$ cat src/hdl/rsq_pkg.sv
// Shared types and constants for the two-axis rectangle stepper sequencer.
package rsq_pkg;

  // Width of the tick counter and the step counter; the registers are taken modulo 2^CountWidth
  localparam int unsigned CountWidth = 16;

  // Configuration register widths and reset values
  localparam int unsigned CfgWidth    = 16;
  localparam int unsigned CfgIdxWidth = 2;
  localparam logic [CfgWidth-1:0] StepsXReset  = 16'd5000;
  localparam logic [CfgWidth-1:0] StepsYReset  = 16'd5000;
  localparam logic [CfgWidth-1:0] PeriodReset  = 16'd400;

  // Configuration register indexes
  typedef enum logic [CfgIdxWidth-1:0] {
    REG_STEPS_X = 2'd0,
    REG_STEPS_Y = 2'd1,
    REG_PERIOD  = 2'd2
  } rsq_reg_e;

  // Rectangle legs
  typedef enum logic [1:0] {
    LEG_X_FWD = 2'd0,
    LEG_Y_FWD = 2'd1,
    LEG_X_BACK = 2'd2,
    LEG_Y_BACK = 2'd3
  } rsq_leg_e;

  // One result
  typedef struct packed {
    logic       x_step;
    logic       x_dir;
    logic       y_step;
    logic       y_dir;
    logic [1:0] leg;
    logic       halted;
  } rsq_result_t;

  // Sequencer status seen by the top level
  typedef struct packed {
    logic       stopped;
    logic       step_high;
    logic [1:0] leg;
  } rsq_stat_t;

endpackage

$ cat src/hdl/rsq_core.sv
// Sequencer state, configuration registers and per-tick next-state logic.
module rsq_core import rsq_pkg::*; (
  input  logic                       clk_i,
  input  logic                       rst_ni,
  input  logic                       cfg_we_i,
  input  logic [CfgIdxWidth-1:0]     cfg_index_i,
  input  logic [CfgWidth-1:0]        cfg_data_i,
  input  logic                       accept_i,
  input  logic                       x_limit_i,
  input  logic                       y_limit_i,
  output rsq_result_t                result_o,
  output rsq_stat_t                  stat_o
);

  logic [CfgWidth-1:0]   steps_x_q, steps_y_q, period_q;
  logic [CountWidth-1:0] tick_q, tick_d;
  logic [CountWidth-1:0] done_q, done_d;
  logic [1:0]            leg_q, leg_d;
  logic                  step_high_q, step_high_d;
  logic                  stopped_q, stopped_d;

  logic [CountWidth-1:0] period_w, len_w, done_inc;
  logic                  y_active, complete, limit_hit;

  // Configuration registers
  always_ff @(posedge clk_i or negedge rst_ni) begin
    if (!rst_ni) begin
      steps_x_q <= StepsXReset;
      steps_y_q <= StepsYReset;
      period_q  <= PeriodReset;
    end else if (cfg_we_i) begin
      unique case (rsq_reg_e'(cfg_index_i))
        REG_STEPS_X: steps_x_q <= cfg_data_i;
        REG_STEPS_Y: steps_y_q <= cfg_data_i;
        REG_PERIOD:  period_q  <= cfg_data_i;
        default: ;  // unknown index: write dropped
      endcase
    end
  end

  assign y_active  = leg_q[0];
  assign period_w  = CountWidth'(period_q);
  assign len_w     = y_active ? CountWidth'(steps_y_q) : CountWidth'(steps_x_q);
  assign done_inc  = done_q + CountWidth'(1);
  assign complete  = (done_inc >= len_w);
  assign limit_hit = y_active ? y_limit_i : x_limit_i;

  // Next state for one tick
  always_comb begin
    tick_d      = tick_q;
    done_d      = done_q;
    leg_d       = leg_q;
    step_high_d = step_high_q;
    stopped_d   = stopped_q;
    if (!stopped_q) begin
      if (tick_q >= period_w) begin
        tick_d = '0;
        if (!step_high_q) begin
          step_high_d = 1'b1;
        end else begin
          // falling half: count a step, check limit, then leg end
          step_high_d = 1'b0;
          done_d      = complete ? '0 : done_inc;
          if (limit_hit) begin
            done_d    = '0;
            stopped_d = 1'b1;
          end else if (complete) begin
            leg_d = leg_q + 2'd1;
          end
        end
      end else begin
        tick_d = tick_q + CountWidth'(1);
      end
    end
  end

  // State registers advance once per accepted tick
  always_ff @(posedge clk_i or negedge rst_ni) begin
    if (!rst_ni) begin
      tick_q      <= '0;
      done_q      <= '0;
      leg_q       <= LEG_X_FWD;
      step_high_q <= 1'b0;
      stopped_q   <= 1'b0;
    end else if (accept_i) begin
      tick_q      <= tick_d;
      done_q      <= done_d;
      leg_q       <= leg_d;
      step_high_q <= step_high_d;
      stopped_q   <= stopped_d;
    end
  end

  // Result from the updated state
  always_comb begin
    result_o.x_step = ~leg_d[0] & step_high_d;
    result_o.y_step = leg_d[0] & step_high_d;
    result_o.x_dir  = (leg_d == LEG_X_FWD) || (leg_d == LEG_Y_FWD);
    result_o.y_dir  = (leg_d == LEG_Y_FWD) || (leg_d == LEG_X_BACK);
    result_o.leg    = leg_d;
    result_o.halted = stopped_d;
  end

  assign stat_o = '{stopped: stopped_q, step_high: step_high_q, leg: leg_q};

endmodule

$ cat src/hdl/rsq_skid.sv
// Two-entry result buffer that decouples input acceptance from output stall.
module rsq_skid import rsq_pkg::*; (
  input  logic        clk_i,
  input  logic        rst_ni,
  input  logic        push_i,
  input  rsq_result_t data_i,
  output logic        full_o,
  output logic        valid_o,
  input  logic        stall_i,
  output rsq_result_t data_o
);

  rsq_result_t head_q, tail_q;
  logic        head_vld_q, tail_vld_q;
  logic        pop;

  assign pop     = head_vld_q & ~stall_i;
  assign valid_o = head_vld_q;
  assign full_o  = tail_vld_q;
  assign data_o  = head_q;

  // Valid bits
  always_ff @(posedge clk_i or negedge rst_ni) begin
    if (!rst_ni) begin
      head_vld_q <= 1'b0;
      tail_vld_q <= 1'b0;
    end else begin
      case ({push_i, pop})
        2'b11: ;
        2'b10: begin
          if (head_vld_q) tail_vld_q <= 1'b1;
          else            head_vld_q <= 1'b1;
        end
        2'b01: begin
          if (tail_vld_q) tail_vld_q <= 1'b0;
          else            head_vld_q <= 1'b0;
        end
        default: ;
      endcase
    end
  end

  // Payload
  always_ff @(posedge clk_i) begin
    if (pop) begin
      head_q <= tail_vld_q ? tail_q : data_i;
      if (push_i && tail_vld_q) tail_q <= data_i;
    end else if (push_i) begin
      if (head_vld_q) tail_q <= data_i;
      else            head_q <= data_i;
    end
  end

endmodule

$ cat src/hdl/two_axis_rectangle_stepper_sequencer.sv
// Top level of the two-axis rectangle stepper sequencer.
// A tick request's result is registered in the result buffer before it reaches the output.
// Throughput: one tick request per cycle when not stalled; a single compare-and-increment.
// A two-entry result buffer; in_stall_o rises only once both entries hold waiting results.
// Reset (rst_ni low, asynchronous) loads default registers, leg X forward, counters zero.
module two_axis_rectangle_stepper_sequencer import rsq_pkg::*; (
  input  logic                   clk_i,
  input  logic                   rst_ni,
  input  logic                   cfg_we_i,
  input  logic [CfgIdxWidth-1:0] cfg_index_i,
  input  logic [CfgWidth-1:0]    cfg_data_i,
  input  logic                   in_valid_i,
  output logic                   in_stall_o,
  input  logic                   x_limit_i,
  input  logic                   y_limit_i,
  output logic                   out_valid_o,
  input  logic                   out_stall_i,
  output logic                   x_step_o,
  output logic                   x_dir_o,
  output logic                   y_step_o,
  output logic                   y_dir_o,
  output logic [1:0]             leg_o,
  output logic                   halted_o
);

  logic        accept;
  logic        full;
  rsq_result_t result;
  rsq_result_t out_data;
  rsq_stat_t   stat;

  assign in_stall_o = full;
  assign accept     = in_valid_i & ~full;

  rsq_core u_core (
    .clk_i       (clk_i),
    .rst_ni      (rst_ni),
    .cfg_we_i    (cfg_we_i),
    .cfg_index_i (cfg_index_i),
    .cfg_data_i  (cfg_data_i),
    .accept_i    (accept),
    .x_limit_i   (x_limit_i),
    .y_limit_i   (y_limit_i),
    .result_o    (result),
    .stat_o      (stat)
  );

  rsq_skid u_skid (
    .clk_i   (clk_i),
    .rst_ni  (rst_ni),
    .push_i  (accept),
    .data_i  (result),
    .full_o  (full),
    .valid_o (out_valid_o),
    .stall_i (out_stall_i),
    .data_o  (out_data)
  );

  assign x_step_o = out_data.x_step;
  assign x_dir_o  = out_data.x_dir;
  assign y_step_o = out_data.y_step;
  assign y_dir_o  = out_data.y_dir;
  assign leg_o    = out_data.leg;
  assign halted_o = out_data.halted;

  // Halt lasts until reset
  a_halt_sticky: assert property (@(posedge clk_i) disable iff (!rst_ni)
    stat.stopped |=> stat.stopped)
    else $error("halt released without reset");

  // A halted block holds its step line low
  a_halt_quiet: assert property (@(posedge clk_i) disable iff (!rst_ni)
    stat.stopped |-> !stat.step_high)
    else $error("step line high while halted");

  // Legs only advance on a falling half
  a_leg_on_fall: assert property (@(posedge clk_i) disable iff (!rst_ni)
    (stat.leg != $past(stat.leg)) |-> ($past(stat.step_high) && !stat.step_high))
    else $error("leg changed without a falling step half");

endmodule

$ cat config.mk
export PLATFORM = sky130hd
export DESIGN_NAME = two_axis_rectangle_stepper_sequencer
export DESIGN_NICKNAME = d
export VERILOG_FILES = /design/src/hdl/rsq_pkg.sv /design/src/hdl/rsq_core.sv /design/src/hdl/rsq_skid.sv /design/src/hdl/two_axis_rectangle_stepper_sequencer.sv
export SDC_FILE = /design/constraint.sdc
export NUM_CORES = 1
export LEC_CHECK = 0
export BUFFER_PORTS_ARGS = -buffer_cell sky130_fd_sc_hd__buf_2
export CAP_MARGIN = 20
export CORE_UTILIZATION = 40
export CTS_CLUSTER_DIAMETER = 150
export CTS_CLUSTER_SIZE = 40
export DETAILED_ROUTE_END_ITERATION = 7
export SLEW_MARGIN = 0
export SYNTH_ARGS = -nofsm -noshare
export SYNTH_HDL_FRONTEND = slang
export SYNTH_SLANG_ARGS = --single-unit
$ cat constraint.sdc
create_clock -name clk_i -period 6.47 [get_ports clk_i]
set_clock_uncertainty 0.05 [all_clocks]
set_input_delay 0.9705 -clock clk_i [delete_from_list [all_inputs] [get_ports clk_i]]
set_output_delay 0.9705 -clock clk_i [all_outputs]
set_load 0.01 [all_outputs]
Word level (Yosys, flattened, before mapping)
Index checks and enable logic that the tools add are counted.
{"block": "word_totals", "memories": 0, "mem_bits_ro": 0, "latch_bits": 0, "regBits": 100, "ram_bits": 0}
{"block": "op_classes", "n_reduce_logical": 17, "n_shift": 0, "add_sub_neg": 3, "n_div": 0, "n_mul": 0, "eq_ne": 10, "mux": 29, "bitwise_logic": 8, "magnitude_cmp": 2}
{"cell": "$mux W16", "n": 4}
{"cell": "$mux W7", "n": 8}
{"cell": "$add A16 B1 Y16 const B", "n": 2}
{"cell": "$ge A16 B16 Y1", "n": 2}
{"cell": "$reduce_and A2 Y1", "n": 7}
{"cell": "$mux W1", "n": 10}
{"cell": "$mux W2", "n": 5}
{"cell": "$eq A2 B1 Y1 const B", "n": 3}
{"cell": "$eq A2 B2 Y1 const B", "n": 3}
{"cell": "$ne A2 B2 Y1 const B", "n": 3}
{"cell": "$reduce_bool A2 Y1", "n": 3}
{"cell": "$and A1 B1 Y1", "n": 4}
{"cell": "$logic_not A2 Y1", "n": 2}
{"cell": "$not A1 Y1", "n": 4}
{"cell": "$pmux W1 S2", "n": 2}
{"cell": "$reduce_and A4 Y1", "n": 1}
{"cell": "$reduce_and A3 Y1", "n": 1}
{"cell": "$add A2 B1 Y2 const B", "n": 1}
{"cell": "$logic_or A1 B1 Y1", "n": 2}
{"cell": "$ne A2 B1 Y1 const B", "n": 1}
{"cell": "$logic_and A1 B1 Y1", "n": 1}

Logic depth before layout (Yosys ltp)
Gate-level depths: netlist of the first run.
{"block": "depth", "depth_word": 12, "mapped_depth": 16, "mapped_depth_nobuf": 16}

Cells and area by module
From an unflattened synthesis of the first run, not the netlist that was laid out.
{"block": "hier_totals", "hier_cells": 495, "hier_area_um2": 5551.6}
{"module": "rsq_core", "cells_each": 461, "instances": 1, "area_each_um2": 4922.2}
{"module": "rsq_skid", "cells_each": 33, "instances": 1, "area_each_um2": 615.6}
{"module": "two_axis_rectangle_stepper_sequencer", "cells_each": 1, "instances": 1, "area_each_um2": 13.8}

Least setup slack after synthesis of the first run
OpenSTA, ideal clock, no wires.
{"block": "synth_path", "path_kind": "register to register", "start": "register u_core.leg_q[0]", "end": "register u_skid.head_q, in the netlist u_skid.data_o[5] (data pin)", "slack_ps": 2273, "t_required_ps": 6160, "stages_incl_launch_ff": 14, "t_arrival_ps": 3888, "path_cell_list": "dfrtp_1 > buf_1 > buf_1 > mux2i_1 > ha_1 > nand4_1 > nor3_1 > or4b_1 > a311oi_1 > nand3_1 > and2_1 > ha_1 > or2_2 > mux2_2"}
{"item": "start: declaration", "line": "rsq_core.sv:18", "text": "logic [1:0] leg_q, leg_d;"}
{"item": "start signal: assignment", "line": "rsq_core.sv:88", "text": "leg_q <= leg_d;"}
{"item": "end signal: assignment", "line": "rsq_skid.sv:46", "text": "head_q <= tail_vld_q ? tail_q : data_i;"}
{"item": "end signal: assignment", "line": "rsq_skid.sv:50", "text": "else head_q <= data_i;"}
{"item": "end: declaration", "line": "rsq_skid.sv:13", "text": "rsq_result_t head_q, tail_q;"}

==> impl_metrics.ini, run 1 <==
[routing]
firstDrtPassIters = 5
drc = 0
ant_nets = 0
wl_mm = 10.8
drtIter0Drc = 140
num_vias = 3642
via_per_inst = 5.23
route.detailed.wl_per_inst_um = 15.5

[hold_path]
min-delay-start = u_core.leg_q[1]$_DFFE_PN0P_
hold_depth = 1
min_to = u_core.leg_q[1]$_DFFE_PN0P_
min_path_type = flip-flop to flip-flop

[global_route]
grt_pass1_vias = 3579
grt_antenna_before_repair = 0
grt_pass1_wl_mm = 18.0
grt-ovfl-total = 0
grt_util_all_layers = 0.166
grt_max_degree = 87

[sta]
slew_headroom = 0.380
finalMaxSlewViolations = 0
grt_setup_unrepaired = false
min_period_over_period = 0.704
finalSetupTns_ns = 0
hold_viol = 0
setup_viol = 0
max_clock_freq_mhz = 219
worst_slew_pin_slew_ns = 0.923
fin_crit_ns = 4.56

[setup_path]
reg2regPathDepth = 15
cpLargestDelayFamily = simple AND/OR/NAND/NOR gates
crit_fanout = 6
path_class = flip-flop to flip-flop
path_buf_inv = 0
cp.depth = 15
r2r_slack_ns = 1.91
r2r-start = u_core.done_q[2]$_DFFE_PN0P_
r2r-end = u_skid.data_o[5]$_DFFE_PP_
cp-end-kind = flip-flop
slowest_delay_ns = 0.56
slowest_stage = or4b_1
arrival_ns = 4.61
cp.required_ns = 6.52
timing.critical_path.from_type = flip-flop
path_cells = and3_1, and4_1, nand3_1, nor2_1, xor2_1, ha_1, nand4_1, nor3_1, or4b_1, a311oi_1, nand3_1, and2_1, ha_1, or2_2, mux2_2

[clocking]
holdBufCountCts = 0
cts.sinks = 100
clkTransAtPathRegs_ns = 0.07
cts.repair.resized = 0
clock_path_buffers = 2
cts_tree = built
post_cts_buffers = 0
clock_latency_ns = 0.35
clockRootBuffer = clkbuf_16
cts-htree-levels = 3
numCtsBuffers = 9

[pwr]
ir_drop_v = 0.000178
pwr_density_cell_nw_per_um2 = 296
swShare = 0.289
p_total_mw = 1.82
power_leakage_nw = 2.74
p_clk_frac = 0.323
internal_power_mw = 1.30
power_frac_seq = 0.465
p_switching_mw = 0.527
pwr-share-comb = 0.212

[synthesis]
yosys_warnings = 0
synth_nets = 541
postSynth.asyncResetShare = 0.860
ys_seq_area_frac = 0.476
synth_edf_count = 14
synth.cell_area_um2 = 5440
yosysUniqueCellTypes = 53
synth_top_area_cell = dfrtp_1
ys.flop_type = dfrtp_1
yosys-top-cells-area = dfrtp_1 34%, mux2_2 11%, ha_1 8.3%
netlist_instances = 480
avgSynthCellArea_um2 = 11.3
synth-seq-cells = 100
yosysTopAreaCellShare = 0.336

[floorplan]
fp.dieH_um = 119
core-area_um2 = 13200
dieArea_um2 = 14100
start_util = 0.411
num_io_pins = 34
die_w_um = 119
rows = 42

[layout]
area_growth_pct = 13.1
fillers = 1220
nets = 577
drive_gt1_frac = 0.246
diodes = 0

[placed_design]
place.gp.congestion = 0.805
place.port_buffers = 33
place_hpwl_mm = 7.91

[flow_run]
drv_cap = 0

[outcome]
status = complete, no violations
[worst reg2reg max path, delay by kind of cell, from the launching register on]
kind,cells,cell delay [ns]
AO/OA/AOI/OAI,1,0.39
XOR/XNOR,1,0.09
multiplexers,1,0.27
adder cells (fa/ha/maj),2,0.51
AND/OR/NAND/NOR,10,2.57
flip-flops,1,0.45
[layout by cell type, fill, tap and decap left out, types with 5 or more instances in the layout]
cell type,Yosys,layout
a21o_1,5,5
a21oi_1,10,10
a22o_1,9,9
and3_1,11,11
buf_2,0,32
clkbuf_16,0,9
dfrtp_1,73,73
dfstp_2,13,13
edfxtp_1,14,14
ha_1,36,36
inv_1,25,25
mux2_2,52,52
mux2i_1,17,17
nand2_1,25,25
nand2b_1,10,10
nand3_1,16,16
nand4_1,9,9
nor2_1,31,31
nor2b_1,8,8
nor3_1,7,7
o21ai_0,25,25
xnor2_1,18,18
xor2_1,11,11
[cell families after synthesis]
| logic type | share of synthesized area |
|---|---|
| fa+ha+maj | 0.0828 |
| xor+xnor | 0.0467 |
| simple gates | 0.135 |
| compound gates | 0.0913 |
| mux | 0.142 |
| flops | 0.476 |
| buf+inv | 0.0269 |
[synth_stat cells, types with 2 or more instances]
cell / n
a2111oi_0: 2
a21o_1: 5
a21oi_1: 10
a22o_1: 9
a311oi_1: 2
a31oi_1: 4
and2_1: 4
and3_1: 11
and4_1: 3
buf_1: 2
clkbuf_1: 7
dfrtp_1: 73
dfstp_2: 13
edfxtp_1: 14
ha_1: 36
inv_1: 25
mux2_2: 52
mux2i_1: 17
nand2_1: 25
nand2b_1: 10
nand3_1: 16
nand3b_1: 2
nand4_1: 9
nor2_1: 31
nor2b_1: 8
nor3_1: 7
o21a_1: 4
o21ai_0: 25
o31ai_1: 3
xnor2_1: 18
xor2_1: 11
[power groups by stage]
stage	registers (mW)	clock network [mW]	logic, mW
floorplan	0.846	0	0.277
global placement	0.854	0	0.380
detailed placement	0.861	0	0.390
CTS	0.848	0.605	0.393
global route	0.862	0.627	0.441
finish	0.847	0.588	0.387
[layer usage]
metal,wire length (um),global-route usage
met4,120,0.0467
met3,382,0.0468
met2,5060,0.261
met1,5230,0.223
met5,0,0
[how the worst max path moves through the flow]
stage | slack, ns | to | startpoint
2_1_floorplan | 2.27 | u_skid.data_o[5]$_DFFE_PP_ | u_core.leg_q[0]$_DFFE_PN0P_
3_3_place_gp | 2.02 | u_skid.data_o[5]$_DFFE_PP_ | u_core.done_q[0]$_DFFE_PN0P_
3_5_place_dp | 1.93 | u_skid.data_o[5]$_DFFE_PP_ | u_core.done_q[0]$_DFFE_PN0P_
4_1_cts | 1.89 | u_skid.data_o[5]$_DFFE_PP_ | u_core.done_q[2]$_DFFE_PN0P_
5_1_grt | 1.57 | u_skid.data_o[5]$_DFFE_PP_ | u_core.done_q[2]$_DFFE_PN0P_
6_report | 1.91 | u_skid.data_o[5]$_DFFE_PP_ | u_core.done_q[2]$_DFFE_PN0P_
[area by class of cell]
cell class / instances / area (um2) / share of cell area
multi-input combinational: 344 / 2710 / 0.441
sequential: 100 / 2590 / 0.421
clock buffer: 10 / 229 / 0.0372
tap: 176 / 220 / 0.0358
timing repair buffer: 36 / 210 / 0.0342
clock inverter: 6 / 98.8 / 0.0161
inverter: 25 / 93.8 / 0.0153
[through the flow]
step | util | instance area [um2] | hold slack (ns) | std cells | worst slack, ns
global placement | 0.438 | 5800 | 0.415 | 680 | 2.02
finish | 0.464 | 6150 | 0.429 | 697 | 1.91
CTS | 0.462 | 6120 | 0.426 | 696 | 1.89
floorplan | - | 5440 | 0.396 | 480 | 2.27
global route | 0.464 | 6150 | 0.448 | 697 | 1.57
detailed placement | 0.438 | 5800 | 0.416 | 680 | 1.93
[sequential cells by signal, indices dropped and copies added (netlist names)]
name	flops
u_skid.data_o	7
u_core.period_q	16
u_skid.valid_o	1
u_core.steps_y_q	16
u_core.done_q	16
u_core.leg_q	2
u_core.step_high_q	1
u_core.tick_q	16
u_core.steps_x_q	16
u_core.stopped_q	1
u_skid.tail_q	7
u_skid.full_o	1
Note: power is estimated with default switching activity, not from simulation.
==> run 2: changes to the inputs <==
Settings changed: ABC_AREA from default to 1.
Clock period 6.47 ns to 3.8 ns, I/O delays scaled along.
==> run 2 against run 1 <==
Against the previous run: combinational power grew 87%; worst setup slack lost 1.7 ns; first-iteration DRC count grew 91%; power grew 69%; sequential share of layout area shrank 0.96 points; synthesized cell count grew 32%; die area shrank 0.82%; via count grew 11%; critical endpoint unchanged; largest cell class is now sequential cells; largest power group unchanged; highest routed layer unchanged.
==> impl_metrics.ini, run 2 <==
[layout]
fin_util = 0.478
final_cell_mix = 155 x nand2_1, 104 x inv_1, 71 x dfrtp_1, 62 x o21ai_0, 35 x ha_1
area_growth_pct = 16.8
diodes = 0
drive_gt1_frac = 0.171
finalInstanceArea_um2 = 6300
fin_cells = 859
nets = 739
layout_commonest_cell = nand2_1

[synthesis]
synth_top_family_by_area = simple AND/OR/NAND/NOR gates
yosysUniqueCellTypes = 36
synth-seq-cells = 100
synth_edf_count = 14
synth.cell_area_um2 = 5400
yosys.area_share.simple = 0.199
synth-adder-area-share = 0.0835
synth_compound_area_frac = 0.101
ys.flop_type = dfrtp_1
synth-xor-area-share = 0.0227
yosys-top-cells-area = dfrtp_1 34%, nand2_1 11%, ha_1 8.3%
ys_top_cells_by_count = 160 x nand2_1, 104 x inv_1, 73 x dfrtp_1, 62 x o21ai_0, 36 x ha_1
ys_seq_area_frac = 0.480
postSynth.asyncResetShare = 0.860
netlist_instances = 634
synth_nets = 695
avgSynthCellArea_um2 = 8.51
yosysMostFrequentCell = nand2_1
yosysTopAreaCellShare = 0.339
yosys_warnings = 0
synthMuxAreaShare = 0.0278
synth_top_area_cell = dfrtp_1

[floorplan]
die_w_um = 118
dieArea_um2 = 14000
rows = 42
start_util = 0.409
core-area_um2 = 13200
fp.dieH_um = 118
num_io_pins = 34

[placed_design]
place_hpwl_mm = 8.02
postPlaceCellArea_um2 = 5750
place_inst = 834
place.gp.congestion = 0.811
place.port_buffers = 33

[global_route]
grt_pass1_vias = 3985
grt_pass1_wl_mm = 18.9
grt_util_all_layers = 0.172
grt-ovfl-total = 0
grt_max_degree = 76
grt_antenna_before_repair = 0

[routing]
firstDrtPassIters = 4
ant_nets = 0
drc = 0
via_per_inst = 4.72
num_vias = 4056
wl_mm = 11.0
drtIter0Drc = 267
route.detailed.wl_per_inst_um = 12.8

[pwr]
pwr_density_cell_nw_per_um2 = 490
ir_drop_v = 0.000263
power_leakage_nw = 3.14
p_total_mw = 3.09

[sta]
worst_slew_pin_slew_ns = 0.908
slew_headroom = 0.393
setup_viol = 0
hold_viol = 0
min_period_over_period = 0.945
max_clock_freq_mhz = 278
finalMaxSlewViolations = 0
fin_crit_ns = 3.59
finalSetupTns_ns = 0

[hold_path]
min_path_type = input port to flip-flop

[clocking]
clock_path_buffers = 2
cts-htree-levels = 3
clkTransAtPathRegs_ns = 0.07
numCtsBuffers = 9
clockRootBuffer = clkbuf_16
cts.sinks = 100
cts_tree = built
clock_latency_ns = 0.35

[outcome]
status = complete, no violations

[setup_path]
timing.critical_path.from_type = flip-flop
crit_fanout = 5
arrival_ns = 3.66
path_class = flip-flop to flip-flop
cp.required_ns = 3.87
cp-end-kind = flip-flop

[flow_run]
drv_cap = 0
[run 2: changes by cell type after synthesis, sizes merged, moves of 9 or more]
cell / delta
a21oi: +16
mux2: -53
o21ai: +38
nand2b: -10
xnor2: -17
and3: -12
o22ai: +9
nand2: +141
a22o: -9
inv: +80
[run 2: metal layers]
layer / wire (um) / vias up / track usage
met2: 5230 / 50 / 0.282
met4: 189 / 0 / 0.0569
met3: 310 / 13 / 0.0454
met5: 0 / - / 0
met1: 5260 / 1874 / 0.221
li1: - / 2119 / -
[run 2: final cells by class]
cell class	instances	area [um2]
Fill cell	1248	6890
Clock buffer	9	225
Sequential cell	100	2590
Clock inverter	7	115
Inverter	105	394
Timing Repair Buffer	47	303
Multi-Input combinational cell	415	2450
Tap cell	176	220
[run 2: logic make-up after synthesis]
family	after synthesis
flops	100
xor+xnor	14
simple gates	250
mux	15
fa+ha+maj	36
compound gates	100
buf+inv	119
[run 2: through the flow]
step	worst slack (ns)	hold slack (ns)
finish	0.209	0.424
floorplan	0.379	0.224
global route	-0.0839	0.433
global placement	0.161	0.416
CTS	0.0505	0.372
detailed placement	0.0687	0.422
[run 2: path summary, 6_finish.rpt]
check,to,cells past startpoint,startpoint,slack [ns]
max,u_skid.data_o[5]$_DFFE_PP_,23,u_core.done_q[0]$_DFFE_PN0P_,0.21
min,u_skid.valid_o$_DFFE_PN0P_,3,out_stall_i,0.42
max reg2reg,u_skid.data_o[5]$_DFFE_PP_,23,u_core.done_q[0]$_DFFE_PN0P_,0.21
min reg2reg,u_core.steps_x_q[10]$_DFFE_PN0P_,2,u_core.steps_x_q[10]$_DFFE_PN0P_,0.43
max in group asynchronous,u_core.steps_x_q[3]$_DFFE_PN1P_,3,rst_ni,2.59
min in group asynchronous,u_core.steps_y_q[13]$_DFFE_PN0P_,2,rst_ni,0.52
[run 2: report_power, final]
| group | total [mW] | internal (mW) | switching, mW |
|---|---|---|---|
| sequential | 1.32 | 1.26 | 0.0591 |
| clock | 1.05 | 0.641 | 0.407 |
| combinational | 0.724 | 0.278 | 0.446 |
| total | 3.09 | 2.18 | 0.912 |
[run 2: timing repair]
item | in CTS | in global routing
buffers inserted | 0 | 6
hold endpoints to repair | 0 | 2
hold buffers | 0 | 1
setup endpoints to repair | 0 | 12
resized for setup | 0 | 27
[run 2: worst max-delay path, stage by stage (launching register included)]
cell     delay [ns]
dfrtp_2        0.44
nand3_4        0.11
nor2_4         0.14
nand3_2        0.09
nor2_2         0.12
nand2_1        0.09
nor2_2         0.18
buf_4          0.14
xnor2_1        0.15
inv_1          0.08
ha_1           0.30
nand2_1        0.05
inv_1          0.06
nand3_1        0.08
nor2_2         0.16
nand2_2        0.08
a21oi_2        0.14
nand3_1        0.13
nand2_2        0.12
inv_1          0.06
ha_1           0.18
or2_2          0.28
nand2_1        0.07
nand2_1        0.05
